--- src/drfp_pkg.sv ---
package drfp_pkg;

	typedef enum logic [1:0] {
		REQ_BYTE  = 2'd0,
		REQ_START = 2'd1,
		REQ_READ  = 2'd2,
		REQ_NOP   = 2'd3
	} req_t;

	typedef enum logic [1:0] {
		PH_IDLE = 2'd0,
		PH_RECV = 2'd1,
		PH_DONE = 2'd2
	} phase_t;

	typedef enum logic [1:0] {
		RD_ZERO  = 2'd0,
		RD_FIRST = 2'd1,
		RD_MEM   = 2'd2
	} rd_sel_t;

	// register select is the word address bit of paddr
	localparam logic REG_RAW   = 1'b0;
	localparam logic REG_LIMIT = 1'b1;

	localparam logic [6:0] LIMIT_RESET = 7'd80;

	localparam logic [7:0] BYTE_NULL    = 8'h00;
	localparam logic [7:0] BYTE_TERM    = 8'hFF;
	localparam logic [7:0] BYTE_ANS_A4  = 8'hA4;
	localparam logic [7:0] BYTE_ANS_A7  = 8'hA7;
	localparam logic [7:0] BYTE_FD      = 8'hFD;
	localparam logic [7:0] BYTE_FE      = 8'hFE;
	localparam logic [7:0] BYTE_ERR     = 8'h1A;
	localparam logic [7:0] BYTE_TEXT    = 8'h70;
	localparam logic [7:0] BYTE_CONNECT = 8'h63;
	localparam logic [15:0] TERM_PAIR   = 16'hFFFF;

	localparam logic [2:0] RC_NONE    = 3'd0;
	localparam logic [2:0] RC_FD      = 3'd1;
	localparam logic [2:0] RC_FE      = 3'd2;
	localparam logic [2:0] RC_ERR     = 3'd3;
	localparam logic [2:0] RC_TEXT    = 3'd4;
	localparam logic [2:0] RC_CONNECT = 3'd5;

	localparam logic [1:0] AM_NONE = 2'd0;
	localparam logic [1:0] AM_A4   = 2'd1;
	localparam logic [1:0] AM_A7   = 2'd2;

	typedef struct packed {
		logic [1:0] phase;
		logic [7:0] count;
		logic [2:0] ready;
		logic       done;
		logic [1:0] answer;
	} result_t;

	typedef struct packed {
		rd_sel_t    sel;
		logic [7:0] first;
	} rd_ctl_t;

	function automatic logic [2:0] classify(input logic [7:0] first, input logic [2:0] cur);
		logic [2:0] code;
		case (first)
			BYTE_FD:      code = RC_FD;
			BYTE_FE:      code = RC_FE;
			BYTE_ERR:     code = RC_ERR;
			BYTE_TEXT:    code = RC_TEXT;
			BYTE_CONNECT: code = RC_CONNECT;
			default:      code = cur;
		endcase
		return code;
	endfunction

endpackage

--- src/display_reply_frame_parser.sv ---
// reply frame parser for a serial display link
// input channel (in_valid/in_ready) carries one request item per cycle while in_ready is high:
//   req_type 0 feeds rx_byte, 1 starts a new reception, 2 reads buffer entry
//   read_index, 3 does nothing
// output channel (out_valid/out_ready) gives exactly one result item per request:
//   phase, byte count, ready code, frame done flag, answer mark and read data
// out_valid rises once a request has passed the stage register and then the
// output register; throughput is one item per cycle while out_ready holds, set by the
// single write and single read port of the frame buffer memory
// a stage register and an output register form a two-deep queue, so a new item
// is still taken while a finished result waits; in_ready drops only when both
// hold results and the receiver stalls
// configuration: APB-style, raw_capture_mode at 0x0, frame_limit at 0x4, to be
// written by the user only while the block is idle, which the block does not check; pready is tied high
// reset clears the parser state, the entry zero copy, the pipeline and the
// registers (frame_limit to 80); buffer entries other than zero stay unset
module display_reply_frame_parser #(
	parameter int BUFFER_DEPTH = 128
) (
	input  logic        clk,
	input  logic        arst_n,
	input  logic        in_valid,
	output logic        in_ready,
	input  logic [1:0]  req_type,
	input  logic [7:0]  rx_byte,
	input  logic [6:0]  read_index,
	output logic        out_valid,
	input  logic        out_ready,
	output logic [1:0]  rx_phase,
	output logic [7:0]  byte_count,
	output logic [2:0]  ready_code,
	output logic        frame_done,
	output logic [1:0]  answer_mark,
	output logic [7:0]  read_data,
	input  logic        psel,
	input  logic        penable,
	input  logic        pwrite,
	input  logic [2:0]  paddr,
	input  logic [31:0] pwdata,
	output logic [31:0] prdata,
	output logic        pready
);

	import drfp_pkg::*;

	localparam int AW = $clog2(BUFFER_DEPTH);

	// configuration registers
	logic       raw_q;
	logic [6:0] limit_q;
	logic       cfg_wr;

	// request stage and output register
	logic       accept;
	logic       s1_valid_s1;
	result_t    res_s1;
	rd_ctl_t    rdc_s1;
	logic       advance;
	logic       out_valid_q;
	result_t    out_res_q;
	logic [7:0] out_rd_q;
	logic [7:0] rd_pick;

	// buffer connections
	logic          wr_en;
	logic [AW-1:0] wr_addr;
	logic [7:0]    wr_data;
	logic [AW-1:0] rd_addr;
	logic [7:0]    mem_rd;
	result_t       res_c;
	rd_ctl_t       rdc_c;

	// apb register file
	assign pready = 1'b1;
	assign cfg_wr = psel && penable && pwrite;

	always_ff @(posedge clk or negedge arst_n) begin
		if (!arst_n) begin
			raw_q   <= 1'b0;
			limit_q <= LIMIT_RESET;
		end else if (cfg_wr) begin
			case (paddr[2])
				REG_RAW:   raw_q   <= pwdata[0];
				REG_LIMIT: limit_q <= pwdata[6:0];
				default: begin
				end
			endcase
		end
	end

	always_comb begin
		case (paddr[2])
			REG_RAW:   prdata = {31'b0, raw_q};
			REG_LIMIT: prdata = {25'b0, limit_q};
			default:   prdata = '0;
		endcase
	end

	// stage moves on when the output register is free or being emptied
	assign advance  = s1_valid_s1 && (!out_valid_q || out_ready);
	assign in_ready = !s1_valid_s1 || advance;
	assign accept   = in_valid && in_ready;

	drfp_ctrl #(
		.BUFFER_DEPTH(BUFFER_DEPTH)
	) u_ctrl (
		.clk        (clk),
		.arst_n     (arst_n),
		.accept     (accept),
		.req_type   (req_t'(req_type)),
		.rx_byte    (rx_byte),
		.read_index (read_index),
		.raw_mode   (raw_q),
		.frame_limit(limit_q),
		.wr_en      (wr_en),
		.wr_addr    (wr_addr),
		.wr_data    (wr_data),
		.rd_addr    (rd_addr),
		.result     (res_c),
		.rd_ctl     (rdc_c)
	);

	// read port updates only on accept, so stalled read data holds
	drfp_buf #(
		.BUFFER_DEPTH(BUFFER_DEPTH)
	) u_buf (
		.clk    (clk),
		.wr_en  (wr_en),
		.wr_addr(wr_addr),
		.wr_data(wr_data),
		.rd_en  (accept),
		.rd_addr(rd_addr),
		.rd_data(mem_rd)
	);

	always_ff @(posedge clk or negedge arst_n) begin
		if (!arst_n) begin
			s1_valid_s1 <= 1'b0;
		end else if (in_ready) begin
			s1_valid_s1 <= in_valid;
		end
	end

	always_ff @(posedge clk) begin
		if (accept) begin
			res_s1 <= res_c;
			rdc_s1 <= rdc_c;
		end
	end

	// entry zero comes from its register, out-of-range or non-read gives zero
	always_comb begin
		case (rdc_s1.sel)
			RD_FIRST: rd_pick = rdc_s1.first;
			RD_MEM:   rd_pick = mem_rd;
			default:  rd_pick = '0;
		endcase
	end

	always_ff @(posedge clk or negedge arst_n) begin
		if (!arst_n) begin
			out_valid_q <= 1'b0;
		end else if (advance) begin
			out_valid_q <= 1'b1;
		end else if (out_ready) begin
			out_valid_q <= 1'b0;
		end
	end

	always_ff @(posedge clk) begin
		if (advance) begin
			out_res_q <= res_s1;
			out_rd_q  <= rd_pick;
		end
	end

	assign out_valid   = out_valid_q;
	assign rx_phase    = out_res_q.phase;
	assign byte_count  = out_res_q.count;
	assign ready_code  = out_res_q.ready;
	assign frame_done  = out_res_q.done;
	assign answer_mark = out_res_q.answer;
	assign read_data   = out_rd_q;

endmodule

--- src/drfp_buf.sv ---
module drfp_buf #(
	parameter int BUFFER_DEPTH = 128,
	localparam int AW = $clog2(BUFFER_DEPTH)
) (
	input  logic          clk,
	input  logic          wr_en,
	input  logic [AW-1:0] wr_addr,
	input  logic [7:0]    wr_data,
	input  logic          rd_en,
	input  logic [AW-1:0] rd_addr,
	output logic [7:0]    rd_data
);

	logic [7:0] mem [BUFFER_DEPTH];
	logic [7:0] rd_data_q;

	always_ff @(posedge clk) begin
		if (wr_en) begin
			mem[wr_addr] <= wr_data;
		end
		if (rd_en) begin
			rd_data_q <= mem[rd_addr];
		end
	end

	assign rd_data = rd_data_q;

endmodule

--- src/drfp_ctrl.sv ---
module drfp_ctrl #(
	parameter int BUFFER_DEPTH = 128,
	localparam int AW = $clog2(BUFFER_DEPTH),
	localparam int CW = $clog2(BUFFER_DEPTH + 1)
) (
	input  logic              clk,
	input  logic              arst_n,
	input  logic              accept,
	input  drfp_pkg::req_t    req_type,
	input  logic [7:0]        rx_byte,
	input  logic [6:0]        read_index,
	input  logic              raw_mode,
	input  logic [6:0]        frame_limit,
	output logic              wr_en,
	output logic [AW-1:0]     wr_addr,
	output logic [7:0]        wr_data,
	output logic [AW-1:0]     rd_addr,
	output drfp_pkg::result_t result,
	output drfp_pkg::rd_ctl_t rd_ctl
);

	import drfp_pkg::*;

	localparam logic [CW-1:0] DEPTH_C = CW'(BUFFER_DEPTH);
	localparam logic [AW+6:0] DEPTH_X = (AW + 7)'(BUFFER_DEPTH);

	phase_t        phase_q, phase_d;
	logic [CW-1:0] count_q, count_d;
	logic [2:0]    ready_q, ready_d;
	logic [1:0]    answer_q, answer_d;
	logic [15:0]   last2_q, last2_d;
	logic [7:0]    first_q, first_d;

	logic          open_frame;
	logic [CW-1:0] st_base;
	logic [15:0]   st_last_base;
	logic          st_room;
	logic [CW-1:0] st_count;
	logic [7:0]    st_first;
	logic [15:0]   st_last2;
	logic          done;
	logic [AW+6:0] idx_x;
	logic [CW+7:0] count_x;

	// a new frame restarts the fill at entry zero
	assign open_frame   = !raw_mode && (phase_q == PH_IDLE) && (rx_byte != BYTE_NULL);
	assign st_base      = open_frame ? '0 : count_q;
	assign st_last_base = open_frame ? '0 : last2_q;
	assign st_room      = st_base < DEPTH_C;
	assign st_count     = st_room ? st_base + CW'(1) : st_base;
	assign st_first     = (st_room && st_base == '0) ? rx_byte : first_q;
	assign st_last2     = {st_last_base[7:0], rx_byte};
	assign wr_addr      = st_base[AW-1:0];
	assign wr_data      = rx_byte;

	always_ff @(posedge clk or negedge arst_n) begin
		if (!arst_n) begin
			phase_q  <= PH_IDLE;
			count_q  <= '0;
			ready_q  <= RC_NONE;
			answer_q <= AM_NONE;
			last2_q  <= '0;
			first_q  <= '0;
		end else if (accept) begin
			phase_q  <= phase_d;
			count_q  <= count_d;
			ready_q  <= ready_d;
			answer_q <= answer_d;
			last2_q  <= last2_d;
			first_q  <= first_d;
		end
	end

	always_comb begin
		phase_d  = phase_q;
		count_d  = count_q;
		ready_d  = ready_q;
		answer_d = answer_q;
		last2_d  = last2_q;
		first_d  = first_q;
		done     = 1'b0;
		wr_en    = 1'b0;
		case (req_type)
			REQ_BYTE: begin
				if (raw_mode) begin
					wr_en   = accept && st_room;
					count_d = st_count;
					last2_d = st_last2;
					first_d = st_first;
				end else begin
					case (phase_q)
						PH_IDLE: begin
							if (open_frame) begin
								wr_en   = accept && st_room;
								count_d = st_count;
								last2_d = st_last2;
								first_d = st_first;
								phase_d = PH_RECV;
								if (rx_byte == BYTE_ANS_A4) begin
									answer_d = AM_A4;
								end
							end
						end
						PH_RECV: begin
							wr_en   = accept && st_room;
							count_d = st_count;
							last2_d = st_last2;
							first_d = st_first;
							if (rx_byte == BYTE_ANS_A7) begin
								if (answer_q == AM_A4) begin
									answer_d = AM_A7;
								end
							end else if (rx_byte == BYTE_TERM) begin
								if (st_count > CW'(3) && last2_q == TERM_PAIR) begin
									phase_d = PH_DONE;
									done    = 1'b1;
									ready_d = classify(st_first, ready_q);
								end
							end else if ((CW + 7)'(st_count) > (CW + 7)'(frame_limit)) begin
								count_d = '0;
								phase_d = PH_IDLE;
							end
						end
						default: begin
						end
					endcase
				end
			end
			REQ_START: begin
				phase_d  = PH_IDLE;
				count_d  = '0;
				ready_d  = RC_NONE;
				answer_d = AM_NONE;
				last2_d  = '0;
				first_d  = '0;
			end
			default: begin
			end
		endcase
	end

	// entry zero is also held in first_q, so reads of it take their data from first_q, not the memory
	assign idx_x   = {{AW{1'b0}}, read_index};
	assign rd_addr = idx_x[AW-1:0];

	always_comb begin
		rd_ctl.first = first_q;
		if (req_type != REQ_READ || idx_x >= DEPTH_X) begin
			rd_ctl.sel = RD_ZERO;
		end else if (read_index == 7'd0) begin
			rd_ctl.sel = RD_FIRST;
		end else begin
			rd_ctl.sel = RD_MEM;
		end
	end

	assign count_x       = {8'b0, count_d};
	assign result.phase  = phase_d;
	assign result.count  = count_x[7:0];
	assign result.ready  = ready_d;
	assign result.done   = done;
	assign result.answer = answer_d;

endmodule

--- config.mk ---
export PLATFORM = sky130hd
export DESIGN_NAME = display_reply_frame_parser
export DESIGN_NICKNAME = d
export VERILOG_FILES = /design/src/drfp_pkg.sv /design/src/display_reply_frame_parser.sv /design/src/drfp_buf.sv /design/src/drfp_ctrl.sv
export SDC_FILE = /design/constraint.sdc
export NUM_CORES = 1
export LEC_CHECK = 0
export BUFFER_PORTS_ARGS = -buffer_cell sky130_fd_sc_hd__buf_2
export CAP_MARGIN = 5
export CORE_MARGIN = 1.5
export CORE_UTILIZATION = 30
export DETAILED_ROUTE_END_ITERATION = 10
export PLACE_DENSITY_LB_ADDON = 0.12
export SETUP_SLACK_MARGIN = 0.5
export SLEW_MARGIN = 20
export SYNTH_ARGS = -nofsm -noshare
export SYNTH_HDL_FRONTEND = slang
export SYNTH_SLANG_ARGS = --single-unit
export TNS_END_PERCENT = 5
--- constraint.sdc ---
create_clock -name clk -period 5.1 [get_ports clk]
set_input_delay 0 -clock clk [delete_from_list [all_inputs] [get_ports clk]]
set_output_delay 0 -clock clk [all_outputs]
set_load 0.05 [all_outputs]
==> metrics.txt, run 1 <==
# TYPE chip_impl_metric gauge
chip_impl_info{name="run_status",value="completed"} 1
chip_impl_metric{name="grt_start_max_net_pins",unit=""} 135
chip_impl_metric{name="worst-endpoint-required",unit="ns"} 5.58
chip_impl_metric{name="worst_reg2reg_path_depth",unit=""} 16
chip_impl_metric{name="global_route_wire_length_before_repair",unit="mm"} 183
chip_impl_metric{name="clkSinkCount",unit=""} 1131
chip_impl_metric{name="layout.area.seq",unit="um^2"} 33700
chip_impl_metric{name="avgRoutedWirePerCell",unit="um"} 27.7
chip_impl_metric{name="finalHoldViolCount",unit=""} 0
chip_impl_info{name="end_kind",value="flop"} 1
chip_impl_metric{name="cts_setup_buffers",unit=""} 0
chip_impl_metric{name="timing.slew.headroom",unit=""} 0.155
chip_impl_metric{name="crit_fanout",unit=""} 12
chip_impl_info{name="worst_setup_path_start_kind",value="flop"} 1
chip_impl_metric{name="worst_ep_arrival_time",unit="ns"} 4.80
chip_impl_metric{name="globalRouteOverflowTotal",unit=""} 0
chip_impl_info{name="critPathCapture",value="res_s1[10]"} 1
chip_impl_metric{name="finalWeightedCongestion",unit=""} 0.842
chip_impl_info{name="grt.busiest_layer",value="met2"} 1
chip_impl_metric{name="diodes",unit=""} 0
chip_impl_metric{name="global_route.usage.met1",unit=""} 0.227
chip_impl_metric{name="boundaryPins",unit=""} 118
chip_impl_metric{name="htreeDepth",unit=""} 4
chip_impl_metric{name="final_net_count",unit=""} 2624
chip_impl_metric{name="num-fill-cells",unit=""} 14162
chip_impl_metric{name="std_cell_rows",unit=""} 142
chip_impl_metric{name="groute.usage.overall",unit=""} 0.170
chip_impl_info{name="worstSetupPathType",value="flop to flop"} 1
chip_impl_metric{name="globalRouteMet3Util",unit=""} 0.0300
chip_impl_metric{name="synthesis.area",unit="um^2"} 45200
chip_impl_metric{name="vdd_drop_max",unit="V"} 0.000228
chip_impl_metric{name="drive_gt1_frac",unit=""} 0.223
chip_impl_metric{name="finalMaxSlewViolations",unit=""} 0
chip_impl_metric{name="worst_skew_pair.late_latency",unit="ns"} 0.74
chip_impl_metric{name="drt-vias-per-instance",unit=""} 5.04
chip_impl_info{name="reg2reg_from",value="raw_q"} 1
chip_impl_metric{name="dieArea",unit="um^2"} 153000
chip_impl_metric{name="worst_setup_hold_path_clk_slew",unit="ns"} 0.06
chip_impl_metric{name="route.vias.total",unit=""} 23553
chip_impl_info{name="cts_root_buf",value="sky130_fd_sc_hd__clkbuf_16"} 1
chip_impl_metric{name="drtPass1Iterations",unit=""} 5
chip_impl_metric{name="layout_min_cycle_time",unit="ns"} 4.32
chip_impl_info{name="worstReg2RegEnd",value="res_s1[10]"} 1
chip_impl_metric{name="initial_utilization",unit=""} 0.302
chip_impl_metric{name="yosys_warnings",unit=""} 0
chip_impl_metric{name="number_of_synthesized_flops_with_an_enable_pin",unit=""} 1082
chip_impl_metric{name="detailed_place_hpwl",unit="mm"} 80.9
chip_impl_metric{name="ctsLongestPathBuffers",unit=""} 3
chip_impl_metric{name="ys_ff_latch",unit=""} 1131
chip_impl_metric{name="core_area",unit="um^2"} 150000
chip_impl_metric{name="setup_violators_final",unit=""} 0
chip_impl_metric{name="port_buffers",unit=""} 64
chip_impl_metric{name="drt-total-wl",unit="mm"} 129
chip_impl_metric{name="die_height",unit="um"} 391
chip_impl_metric{name="drt.antenna.violating_nets",unit=""} 0
chip_impl_metric{name="timing.fmax",unit="MHz"} 232
chip_impl_metric{name="final_min_period_over_clock_period",unit=""} 0.846
chip_impl_metric{name="synth-async-reset-ratio",unit=""} 0.0433
chip_impl_info{name="cts_tree",value="built"} 1
chip_impl_metric{name="layout-area-overhead-vs-synth",unit="%"} 16.2
chip_impl_metric{name="power.leakage",unit="nW"} 16.8
chip_impl_metric{name="drc",unit=""} 0
chip_impl_metric{name="seq_area_frac_synth",unit=""} 0.747
chip_impl_metric{name="timing.reg2reg.setup_slack",unit="ns"} 0.78
chip_impl_metric{name="cts_buf_count",unit=""} 132
chip_impl_metric{name="skew",unit="ns"} 0.0213
chip_impl_metric{name="worstMarginPinSlew",unit="ns"} 1.26
chip_impl_info{name="hold_start",value="read_index[5]"} 1
chip_impl_metric{name="postSynthAreaPerCell",unit="um^2"} 19.0
chip_impl_metric{name="multi_input_comb_area",unit="um^2"} 10600
chip_impl_metric{name="finalHoldWorstSlack",unit="ns"} 0.0686
chip_impl_metric{name="synthesized_instance_count",unit=""} 2383
chip_impl_metric{name="max_capacitance_violation_count",unit=""} 0
chip_impl_metric{name="die_width",unit="um"} 391
chip_impl_info{name="rsz0062_at_grt",value="no"} 1
chip_impl_info{name="synth_top_flop_cell",value="sky130_fd_sc_hd__edfxtp_1"} 1
chip_impl_metric{name="detailedRoute.firstIterationViolations",unit=""} 2058
chip_impl_metric{name="met2_usage",unit=""} 0.282
chip_impl_info{name="worst_hold_path_type",value="input pin to flop"} 1
chip_impl_metric{name="via_count_of_the_first_global_routing_pass",unit=""} 24556
chip_impl_info{name="setup.worst_path.start",value="raw_q"} 1
chip_impl_metric{name="antenna_found_initial",unit=""} 10
chip_impl_metric{name="finalSetupTns",unit="ns"} 0
chip_impl_metric{name="post_synth_num_cell_types",unit=""} 75
chip_impl_metric{name="power-per-cell-area",unit="nW/um^2"} 400
-- cells in the mapped netlist (4+ instances only) --
| master | instances | area [um^2] |
|---|---|---|
| sky130_fd_sc_hd__dfrtp_1 | 47 | 1180 |
| sky130_fd_sc_hd__edfxtp_1 | 1082 | 32500 |
| sky130_fd_sc_hd__a21oi_1 | 37 | 185 |
| sky130_fd_sc_hd__ha_1 | 11 | 138 |
| sky130_fd_sc_hd__or3_1 | 4 | 25.0 |
| sky130_fd_sc_hd__a2111oi_0 | 5 | 43.8 |
| sky130_fd_sc_hd__a31oi_1 | 8 | 50.1 |
| sky130_fd_sc_hd__buf_1 | 15 | 56.3 |
| sky130_fd_sc_hd__nand3_1 | 42 | 210 |
| sky130_fd_sc_hd__a211oi_1 | 11 | 82.6 |
| sky130_fd_sc_hd__o22a_1 | 5 | 43.8 |
| sky130_fd_sc_hd__a32o_1 | 12 | 120 |
| sky130_fd_sc_hd__o22ai_1 | 11 | 68.8 |
| sky130_fd_sc_hd__nand2_1 | 58 | 218 |
| sky130_fd_sc_hd__a22o_1 | 33 | 289 |
| sky130_fd_sc_hd__buf_6 | 9 | 101 |
| sky130_fd_sc_hd__nor2_1 | 182 | 683 |
| sky130_fd_sc_hd__clkbuf_1 | 57 | 214 |
| sky130_fd_sc_hd__mux2_2 | 14 | 158 |
| sky130_fd_sc_hd__and2_1 | 12 | 75.1 |
| sky130_fd_sc_hd__inv_1 | 22 | 82.6 |
| sky130_fd_sc_hd__nor3_1 | 24 | 120 |
| sky130_fd_sc_hd__or4_1 | 5 | 37.5 |
| sky130_fd_sc_hd__buf_4 | 49 | 368 |
| sky130_fd_sc_hd__o211ai_1 | 11 | 82.6 |
| sky130_fd_sc_hd__nand4_1 | 23 | 144 |
| sky130_fd_sc_hd__a221oi_1 | 14 | 123 |
| sky130_fd_sc_hd__nor4_1 | 17 | 106 |
| sky130_fd_sc_hd__o21ai_0 | 32 | 160 |
| sky130_fd_sc_hd__a22oi_1 | 80 | 601 |
| sky130_fd_sc_hd__nand2b_1 | 13 | 81.3 |
| sky130_fd_sc_hd__mux2i_1 | 94 | 941 |
| sky130_fd_sc_hd__a21o_1 | 5 | 37.5 |
| sky130_fd_sc_hd__nor2_2 | 10 | 62.6 |
| sky130_fd_sc_hd__nor2b_1 | 14 | 87.6 |
| sky130_fd_sc_hd__buf_2 | 33 | 165 |
| sky130_fd_sc_hd__mux4_2 | 219 | 4930 |
-- sequential cells by signal, indices dropped and copies added, names as in the netlist, 3 cells and up --
name            count
u_buf.mem        1024
res_s1             16
u_ctrl.last2_q     16
rdc_s1             10
byte_count          8
read_data           8
u_buf.rd_data       8
u_ctrl.count_q      8
u_ctrl.first_q      8
limit_q             7
ready_code          3
u_ctrl.ready_q      3
-- how the worst min path moves through the flow --
stage,end,slack (ns),depth (start not counted)
finish,u_buf.rd_data[7],0.07,2
global route,u_buf.rd_data[7],0.02,2
CTS,out_valid,0.01,4
detailed placement,limit_q[5],0.17,2
global placement,limit_q[3],0.16,2
floorplan,limit_q[0],-0.30,0
-- power breakdown --
group	internal [mW]	leakage, nW	switching, mW	total [mW]
Clock	5.43	2.04	3.72	9.15
Combinational	0.486	4.30	0.988	1.47
Sequential	10.3	10.4	0.102	10.4
-- cell usage in the layout (no fill, tap or decap), drive strengths merged, types with 5 or more instances in the layout --
master	instances
nor2b	14
bufinv	7
mux4	219
dlygate4sd3	37
nand2b	13
nand3	44
buf	140
clkinv	48
o22a	5
edfxtp	1082
nor2	192
o21ai	35
nand4	23
ha	11
nor3	25
mux2	14
dfrtp	47
and2	13
a221oi	14
o211ai	11
conb	26
o22ai	11
a22o	33
a2111oi	5
a21o	5
inv	25
a31oi	8
a21oi	38
a22oi	80
a211oi	11
mux2i	94
clkbuf	174
or4	5
a32o	12
nand2	58
nor4	19
-- cells by family (layout without fill, tap and decap cells) --
group	Yosys count	in the layout	synth area share
flip-flops	1131	1131	0.747
other	2	26	0.000166
AND/OR/NAND/NOR	427	427	0.0462
buffers and inverters	188	435	0.0221
XOR/XNOR	5	5	0.000970
adder cells (fa/ha/maj)	11	11	0.00305
multiplexers	327	327	0.134
AO/OA/AOI/OAI	292	292	0.0473
-- repair_timing --
item	in CTS	in global routing
resized for setup	0	2
endpoints found under the setup margin	0	4
hold buffers	37	0
hold endpoints to repair	303	0
-- critical path: stages, from the launching register on --
cell,delay (ns)
sky130_fd_sc_hd__dfrtp_1,0.52
sky130_fd_sc_hd__or2_1,0.31
sky130_fd_sc_hd__a211o_2,0.44
sky130_fd_sc_hd__nand2_1,0.18
sky130_fd_sc_hd__inv_1,0.06
sky130_fd_sc_hd__ha_1,0.22
sky130_fd_sc_hd__and3b_1,0.26
sky130_fd_sc_hd__nand3_1,0.11
sky130_fd_sc_hd__xor2_1,0.08
sky130_fd_sc_hd__nor2_2,0.22
sky130_fd_sc_hd__ha_1,0.30
sky130_fd_sc_hd__and4_1,0.18
sky130_fd_sc_hd__nand4_1,0.09
sky130_fd_sc_hd__a31oi_1,0.14
sky130_fd_sc_hd__or2_1,0.29
sky130_fd_sc_hd__a21o_1,0.32
sky130_fd_sc_hd__a32o_1,0.32
-- through the flow --
step                std cells  power, mW  utilization  setup slack [ns]  area [um^2]
detailed placement       4398       12.0        0.320             0.496        47900
CTS                      4669       21.3        0.351             0.743        52500
global placement         4398       12.0        0.320             0.507        47900
global route             4670       21.7        0.351             0.587        52500
finish                   4670       21.0        0.351             0.784        52500
floorplan                2407       11.4            -              1.11        45300
-- per-layer routing --
metal	part of all wire	wire (um)
met2	0.49	63700
met5	0.00033	43
met3	0.048	6220
met4	0.022	2870
met1	0.44	56400
-- layout make-up --
type,count,share of cell area
clock inverters,60,0.00922
multi-input cells,1088,0.201
well taps,2016,0.0481
clock buffers,174,0.0703
repair buffers,177,0.0269
inverters,24,0.00172
flip-flops and latches,1131,0.642
(Power assumes the default switching activity.)
==> run 2, diff against run 1 <==
==> constraint.sdc (replaced) <==
create_clock -name clk -period 3.67 [get_ports clk]
set_input_delay 0 -clock clk [delete_from_list [all_inputs] [get_ports clk]]
set_output_delay 0 -clock clk [all_outputs]
set_load 0.05 [all_outputs]
==> run 2 against run 1 <==
Critical path depth unchanged. Worst setup slack got worse by 0.58 ns. Worst hold slack got worse by 0.010 ns. Final cell count increased by 4.2%. Utilization increased by 1.1 points. Combinational power increased by 56%. Register-to-register slack got worse by 0.58 ns. Global-route usage increased by 0.98 points. Die area unchanged. First-iteration DRC count increased by 3.8%. Clock power increased by 37%. Wire length increased by 5.2%. Critical path type unchanged. Highest routed layer unchanged.
==> metrics.txt, run 2 (synthesis results as in run 1) <==
# TYPE chip_impl_metric gauge
chip_impl_metric{name="skew",unit="ns"} 0.0291
chip_impl_metric{name="die_width",unit="um"} 391
chip_impl_metric{name="finalSetupTns",unit="ns"} 0
chip_impl_metric{name="initial_utilization",unit=""} 0.302
chip_impl_metric{name="cell_area_reported_after_detailed_placement",unit="um^2"} 49600
chip_impl_metric{name="finalWeightedCongestion",unit=""} 0.822
chip_impl_metric{name="dieArea",unit="um^2"} 153000
chip_impl_metric{name="worst-endpoint-required",unit="ns"} 4.18
chip_impl_metric{name="max_capacitance_violation_count",unit=""} 0
chip_impl_metric{name="layout_min_cycle_time",unit="ns"} 3.46
chip_impl_metric{name="cts_buf_count",unit=""} 132
chip_impl_info{name="run_status",value="completed"} 1
chip_impl_metric{name="worst_path_largest_cell_delay",unit="ns"} 0.38
chip_impl_info{name="worstSetupPathType",value="flop to flop"} 1
chip_impl_metric{name="drive_gt1_frac",unit=""} 0.288
chip_impl_metric{name="drtPass1Iterations",unit=""} 5
chip_impl_metric{name="worst_ep_arrival_time",unit="ns"} 3.98
chip_impl_info{name="timing.critical_path.cells",value="or2_4, a211o_4, and2_4, ha_4, and3b_2, nand3_2, xor2_2, nor2_4, ha_4, and4_1, nand4_1, a31oi_2, or2_4, a21o_4, buf_4, a21o_1"} 1
chip_impl_info{name="end_kind",value="flop"} 1
chip_impl_metric{name="drt-vias-per-instance",unit=""} 5.01
chip_impl_metric{name="die_height",unit="um"} 391
chip_impl_metric{name="final_net_count",unit=""} 2825
chip_impl_metric{name="final_min_period_over_clock_period",unit=""} 0.944
chip_impl_metric{name="grt_start_max_net_pins",unit=""} 80
chip_impl_metric{name="crit_buf_inv",unit=""} 1
chip_impl_metric{name="port_buffers",unit=""} 64
chip_impl_metric{name="largest_register_ff_count",unit=""} 1024
chip_impl_metric{name="clkSinkCount",unit=""} 1131
chip_impl_metric{name="power.leakage",unit="nW"} 17.8
chip_impl_info{name="max_flop_register",value="u_buf.mem"} 1
chip_impl_metric{name="worst_setup_hold_path_clk_slew",unit="ns"} 0.06
chip_impl_metric{name="finalMaxSlewViolations",unit=""} 0
chip_impl_metric{name="groute.usage.overall",unit=""} 0.180
chip_impl_metric{name="boundaryPins",unit=""} 118
chip_impl_metric{name="power-per-cell-area",unit="nW/um^2"} 539
chip_impl_metric{name="vdd_drop_max",unit="V"} 0.000499
chip_impl_metric{name="setup_violators_final",unit=""} 0
chip_impl_info{name="cts_root_buf",value="sky130_fd_sc_hd__clkbuf_16"} 1
chip_impl_metric{name="drt.antenna.violating_nets",unit=""} 0
chip_impl_metric{name="worstMarginPinSlew",unit="ns"} 1.03
chip_impl_metric{name="core_area",unit="um^2"} 150000
chip_impl_metric{name="globalRouteOverflowTotal",unit=""} 0
chip_impl_info{name="reg2reg_from",value="u_ctrl.phase_q[1]"} 1
chip_impl_metric{name="detailedRoute.firstIterationViolations",unit=""} 2136
chip_impl_metric{name="worst_skew_pair.late_latency",unit="ns"} 0.76
chip_impl_metric{name="layout-area-overhead-vs-synth",unit="%"} 20.0
chip_impl_metric{name="timing.fmax",unit="MHz"} 289
chip_impl_info{name="top_regs",value="u_buf.mem x1024, res_s1 x16, u_ctrl.last2_q x16"} 1
chip_impl_info{name="rsz0062_at_grt",value="yes"} 1
chip_impl_metric{name="drc",unit=""} 0
chip_impl_metric{name="std_cell_rows",unit=""} 142
chip_impl_metric{name="avgRoutedWirePerCell",unit="um"} 27.9
chip_impl_metric{name="detailed_place_hpwl",unit="mm"} 88.4
chip_impl_metric{name="timing.slew.headroom",unit=""} 0.317
chip_impl_info{name="setup.worst_path.start",value="u_ctrl.phase_q[1]"} 1
chip_impl_metric{name="htreeDepth",unit=""} 4
chip_impl_metric{name="route.vias.total",unit=""} 24365
chip_impl_metric{name="antenna_found_initial",unit=""} 7
chip_impl_metric{name="drt-total-wl",unit="mm"} 136
chip_impl_info{name="final_common_cell",value="sky130_fd_sc_hd__edfxtp_1"} 1
chip_impl_metric{name="diodes",unit=""} 0
chip_impl_info{name="cts_tree",value="built"} 1
chip_impl_info{name="critPathSlowestCell",value="sky130_fd_sc_hd__dfrtp_1"} 1
chip_impl_info{name="hold_start",value="rx_byte[3]"} 1
chip_impl_metric{name="crit_fanout",unit=""} 8
chip_impl_metric{name="via_count_of_the_first_global_routing_pass",unit=""} 25566
chip_impl_metric{name="postLayoutCellArea",unit="um^2"} 54200
chip_impl_info{name="final_cell_mix",value="1,082 x sky130_fd_sc_hd__edfxtp_1, 261 x sky130_fd_sc_hd__buf_4, 219 x sky130_fd_sc_hd__mux4_2"} 1
chip_impl_info{name="cpLargestDelayFamily",value="simple AND/OR/NAND/NOR gates"} 1
chip_impl_info{name="worst_setup_path_start_kind",value="flop"} 1
chip_impl_info{name="worst_hold_path_type",value="input pin to flop"} 1
chip_impl_metric{name="ctsLongestPathBuffers",unit=""} 3
chip_impl_metric{name="finalHoldViolCount",unit=""} 0
chip_impl_metric{name="global_route_wire_length_before_repair",unit="mm"} 194
[run 2: changes by cell type in the layout (fill, tap and decap cells not counted), moves of 6 or more]
cell                       previous run  this run
sky130_fd_sc_hd__clkinv_2            18        31
sky130_fd_sc_hd__buf_4               75       261
sky130_fd_sc_hd__nor2_1             177       170
sky130_fd_sc_hd__buf_12               7        19
sky130_fd_sc_hd__nor2_4               2         8
sky130_fd_sc_hd__clkinv_1            26        18
[run 2: final timing paths]
path,cells past startpoint,endpoint,slack (ns)
setup / recovery,16,res_s1[6],0.21
hold / removal,2,u_buf.mem[31][3],0.06
setup reg to reg,16,res_s1[6],0.21
hold reg to reg,0,answer_mark[0],0.42
max in group asynchronous,4,u_ctrl.first_q[2],2.76
min in group asynchronous,4,limit_q[5],0.43
[run 2: timing repair]
item,in CTS,in global routing
hold endpoints to repair,268,0
setup buffers,5,2
hold buffers,40,0
pin swaps,11,9
gates resized for setup,9,11
endpoints found under the setup margin,28,107
[run 2: area by class of cell]
cell class | instances | area, um^2
Sequential cell | 1131 | 33700
Clock buffer | 170 | 3600
Tap cell | 2016 | 2520
Timing Repair Buffer | 378 | 3060
Clock inverter | 61 | 464
Fill cell | 14088 | 95400
Inverter | 24 | 90.1
Multi-Input combinational cell | 1088 | 10700
[run 2: routing by layer]
layer | wire length [um] | global-route usage | share of wire | up-vias
met1 | 61600 | 0.250 | 0.45 | 13081
li1 | - | - | - | 10469
met2 | 65400 | 0.291 | 0.48 | 663
met4 | 2670 | 0.0476 | 0.020 | 4
met3 | 6220 | 0.0296 | 0.046 | 148
met5 | 20 | 0 | 0.00015 | -
[run 2: through the flow]
| stage | std cells | setup slack [ns] | power [mW] | utilization | hold WS (ns) |
|---|---|---|---|---|---|
| after CTS | 4866 | 0.154 | 29.6 | 0.362 | 0.00329 |
| after global routing | 4868 | 0.0730 | 30.2 | 0.362 | 0.0608 |
| final | 4868 | 0.206 | 29.2 | 0.362 | 0.0583 |
| after global placement | 4590 | 0.0664 | 16.9 | 0.331 | 0.142 |
| after floorplan | 2407 | 0.0554 | 15.9 | - | -0.296 |
| after detailed placement | 4590 | 0.0779 | 16.9 | 0.331 | 0.167 |
[run 2: where the power goes]
group	internal (mW)	leakage, nW	switching [mW]
sequential	14.3	10.4	0.118
combinational	0.811	5.39	1.48
clock	7.32	2.02	5.19
==> run 3, diff against run 2 <==
--- a/config.mk
+++ b/config.mk
@@ -15,5 +15,6 @@
 export SLEW_MARGIN = 20
 export SYNTH_ARGS = -nofsm -noshare
 export SYNTH_HDL_FRONTEND = slang
+export SYNTH_HIERARCHICAL = 1
 export SYNTH_SLANG_ARGS = --single-unit
 export TNS_END_PERCENT = 5
==> run 3 against run 2 <==
Synthesized area decreased by 0.61%. Non-clock buffer count fell by 94. Via count decreased by 9.1%. Sequential share of layout area rose by 0.72 points. Largest cell class unchanged. Combinational power grew 3%. Clock skew down 0.0063 ns. Critical path type unchanged. Register-to-register slack improved by 0.06 ns. Wire length is 12% lower. Critical endpoint is now u_buf/mem[8][4]. Worst setup slack better by 0.061 ns. Die area decreased by 0.60%. Final cell count fell by 8.8%. Critical path depth shrank 6.
==> metrics.txt, run 3 <==
# TYPE chip_impl_metric gauge
chip_impl_info{name="worstSetupPathType",value="flop to flop"} 1
chip_impl_metric{name="cts_buf_count",unit=""} 131
chip_impl_metric{name="drt-total-wl",unit="mm"} 120
chip_impl_metric{name="yosys_warnings",unit=""} 6
chip_impl_metric{name="layout-area-overhead-vs-synth",unit="%"} 19.4
chip_impl_metric{name="timing.fmax",unit="MHz"} 294
chip_impl_metric{name="worst_ep_arrival_time",unit="ns"} 3.78
chip_impl_metric{name="power-per-cell-area",unit="nW/um^2"} 545
chip_impl_metric{name="largest_register_ff_count",unit=""} 1024
chip_impl_metric{name="antenna_found_initial",unit=""} 9
chip_impl_info{name="final_common_cell",value="sky130_fd_sc_hd__edfxtp_1"} 1
chip_impl_metric{name="layout_min_cycle_time",unit="ns"} 3.40
chip_impl_metric{name="via_count_of_the_first_global_routing_pass",unit=""} 22937
chip_impl_info{name="post_synth_main_area_contributors",value="sky130_fd_sc_hd__edfxtp_1 72%, sky130_fd_sc_hd__mux4_2 17%, sky130_fd_sc_hd__dfrtp_1 2.6%, sky130_fd_sc_hd__nor2_1 1.3%, sky130_fd_sc_hd__buf_4 0.89%"} 1
chip_impl_metric{name="max_capacitance_violation_count",unit=""} 0
chip_impl_metric{name="initial_utilization",unit=""} 0.303
chip_impl_metric{name="pre_cts_ws",unit="ns"} -0.0320
chip_impl_metric{name="htreeDepth",unit=""} 4
chip_impl_metric{name="seq_area_frac_synth",unit=""} 0.751
chip_impl_metric{name="synth_top_cell_area_share",unit=""} 0.724
chip_impl_metric{name="avgRoutedWirePerCell",unit="um"} 27.0
chip_impl_metric{name="boundaryPins",unit=""} 118
chip_impl_info{name="worst_hold_path_type",value="input pin to flop"} 1
chip_impl_metric{name="worstMarginPinSlew",unit="ns"} 1.05
chip_impl_metric{name="global_route_wire_length_before_repair",unit="mm"} 172
chip_impl_info{name="end_kind",value="flop"} 1
chip_impl_metric{name="skew",unit="ns"} 0.0229
chip_impl_metric{name="post_synth_num_cell_types",unit=""} 58
chip_impl_info{name="synth.most_common_cell",value="sky130_fd_sc_hd__edfxtp_1"} 1
chip_impl_metric{name="vdd_drop_max",unit="V"} 0.000553
chip_impl_metric{name="setup_violators_final",unit=""} 0
chip_impl_metric{name="clkSinkCount",unit=""} 1131
chip_impl_metric{name="globalRouteOverflowTotal",unit=""} 0
chip_impl_metric{name="dieArea",unit="um^2"} 152000
chip_impl_metric{name="postSynthAreaPerCell",unit="um^2"} 21.2
chip_impl_metric{name="worst_skew_pair.late_latency",unit="ns"} 0.76
chip_impl_metric{name="number_of_synthesized_flops_with_an_enable_pin",unit=""} 1082
chip_impl_metric{name="groute.usage.overall",unit=""} 0.158
chip_impl_metric{name="final_min_period_over_clock_period",unit=""} 0.927
chip_impl_info{name="max_flop_register",value="u_buf/mem"} 1
chip_impl_metric{name="final_net_count",unit=""} 2477
chip_impl_metric{name="synthesized_instance_count",unit=""} 2116
chip_impl_metric{name="power.leakage",unit="nW"} 17.0
chip_impl_metric{name="die_width",unit="um"} 390
chip_impl_info{name="synth_common_cells",value="1,082 x sky130_fd_sc_hd__edfxtp_1, 336 x sky130_fd_sc_hd__mux4_2, 160 x sky130_fd_sc_hd__nor2_1"} 1
chip_impl_metric{name="post-route-worst-setup-slack",unit="ns"} 0.267
chip_impl_metric{name="route.vias.total",unit=""} 22152
chip_impl_metric{name="grt_start_max_net_pins",unit=""} 86
chip_impl_metric{name="core_area",unit="um^2"} 148000
chip_impl_metric{name="drive_gt1_frac",unit=""} 0.346
chip_impl_metric{name="worst_setup_hold_path_clk_slew",unit="ns"} 0.06
chip_impl_metric{name="finalHoldViolCount",unit=""} 0
chip_impl_metric{name="crit_fanout",unit=""} 13
chip_impl_info{name="worst_setup_path_start_kind",value="flop"} 1
chip_impl_info{name="synth_top_flop_cell",value="sky130_fd_sc_hd__edfxtp_1"} 1
chip_impl_metric{name="die_height",unit="um"} 390
chip_impl_metric{name="drtPass1Iterations",unit=""} 5
chip_impl_metric{name="drc",unit=""} 0
chip_impl_metric{name="detailed_place_hpwl",unit="mm"} 76.3
chip_impl_info{name="run_status",value="completed"} 1
chip_impl_info{name="cts_tree",value="built"} 1
chip_impl_info{name="synth_top_cell_by_area",value="sky130_fd_sc_hd__edfxtp_1"} 1
chip_impl_metric{name="finalWeightedCongestion",unit=""} 0.816
chip_impl_metric{name="synth-async-reset-ratio",unit=""} 0.0433
chip_impl_metric{name="drt.antenna.violating_nets",unit=""} 0
chip_impl_metric{name="finalMaxSlewViolations",unit=""} 0
chip_impl_metric{name="port_buffers",unit=""} 64
chip_impl_metric{name="synthesis.area",unit="um^2"} 44900
chip_impl_metric{name="worst-endpoint-required",unit="ns"} 4.04
chip_impl_info{name="cts_root_buf",value="sky130_fd_sc_hd__clkbuf_16"} 1
chip_impl_metric{name="ys_ff_latch",unit=""} 1131
chip_impl_metric{name="drt-vias-per-instance",unit=""} 4.99
chip_impl_metric{name="finalSetupTns",unit="ns"} 0
chip_impl_metric{name="ctsLongestPathBuffers",unit=""} 3
chip_impl_info{name="rsz0062_at_grt",value="yes"} 1
chip_impl_metric{name="timing.slew.headroom",unit=""} 0.297
chip_impl_metric{name="detailedRoute.firstIterationViolations",unit=""} 1778
chip_impl_metric{name="std_cell_rows",unit=""} 141
chip_impl_info{name="final_cell_mix",value="1,082 x sky130_fd_sc_hd__edfxtp_1, 336 x sky130_fd_sc_hd__mux4_2, 168 x sky130_fd_sc_hd__buf_4"} 1
chip_impl_metric{name="num-fill-cells",unit=""} 13582
chip_impl_info{name="top_regs",value="u_buf/mem x1024, res_s1 x16, u_ctrl/last2_q x16"} 1
-- run 3: changes by cell type after synthesis, sizes merged, moves of 15 or more --
cell / previous run / this run
a22oi: 80 / 11
mux2i: 94 / 3
nor2: 192 / 160
buf: 106 / 91
mux4: 219 / 336
a21oi: 38 / 17
nand3: 44 / 19
-- run 3: cell families after synthesis --
kind of cell,count (synthesis),synth area share
compound gates,117,0.0188
simple gates,323,0.0329
flops,1131,0.751
other cells,2,0.000167
fa+ha+maj,10,0.00279
xor+xnor,5,0.000976
mux,357,0.174
buf+inv,171,0.0194
-- run 3: report_power, final --
part,switching (mW),total (mW),leakage (nW),internal [mW]
Clock,5.12,12.4,1.97,7.24
Sequential,0.128,14.5,10.4,14.3
Combinational,1.47,2.37,4.58,0.904
-- run 3: final timing paths --
path	start	to	slack, ns	cells past startpoint
max in group asynchronous	arst_n	out_valid	2.72	4
setup / recovery	u_ctrl/phase_q[1]	u_buf/mem[8][4]	0.27	10
hold reg to reg	res_s1[5]	ready_code[2]	0.42	0
setup reg to reg	u_ctrl/phase_q[1]	u_buf/mem[8][4]	0.27	10
hold / removal	rx_byte[5]	u_buf/mem[32][5]	0.02	2
min in group asynchronous	arst_n	limit_q[3]	0.44	4
-- run 3: per-layer routing --
layer / routed length [um] / GRT usage
met1: 54100 / 0.222
met2: 58200 / 0.255
met3: 5360 / 0.0294
met4: 2180 / 0.0396
met5: 22 / 0
-- run 3: per-stage QoR --
stage | util | instances | hold WS, ns | power, mW | area [um^2]
final | 0.362 | 4442 | 0.0168 | 29.2 | 53600
after floorplan | - | 2140 | -0.296 | 16.1 | 45500
after detailed placement | 0.330 | 4159 | 0.167 | 17.0 | 49000
after CTS | 0.361 | 4436 | 0.000175 | 29.6 | 53500
after global routing | 0.362 | 4439 | 0.0210 | 30.2 | 53600
after global placement | 0.330 | 4159 | 0.156 | 17.0 | 49000
-- run 3: layout make-up --
class | count | area [um^2] | share of cell area
flip-flops and latches | 1131 | 33700 | 0.629
multi-input cells | 838 | 10900 | 0.204
clock buffers | 167 | 3510 | 0.0655
well taps | 1930 | 2410 | 0.0451
repair buffers | 284 | 2390 | 0.0446
clock inverters | 66 | 538 | 0.0100
inverters | 22 | 82.6 | 0.00154
diodes | 4 | 10.0 | 0.000187
-- run 3: critical path, stage by stage (launching register included) --
cell and delay [ns]:
sky130_fd_sc_hd__dfrtp_1 0.41, sky130_fd_sc_hd__nor3_4 0.22, sky130_fd_sc_hd__o21ai_2 0.12, sky130_fd_sc_hd__buf_4 0.21, sky130_fd_sc_hd__nand2_1 0.10, sky130_fd_sc_hd__nand2_1 0.15
sky130_fd_sc_hd__a21oi_1 0.21, sky130_fd_sc_hd__buf_4 0.22, sky130_fd_sc_hd__nor2b_2 0.29, sky130_fd_sc_hd__nand2_2 0.30, sky130_fd_sc_hd__nor2_1 0.76
-- run 3: repair_timing --
| item | 4_1_cts | 5_1_grt |
|---|---|---|
| resized for setup | 14 | 12 |
| pin swaps | 12 | 5 |
| hold endpoints to repair | 440 | 0 |
| hold buffers | 40 | 0 |
| buffers inserted | 4 | 2 |
| setup endpoints to repair | 275 | 454 |
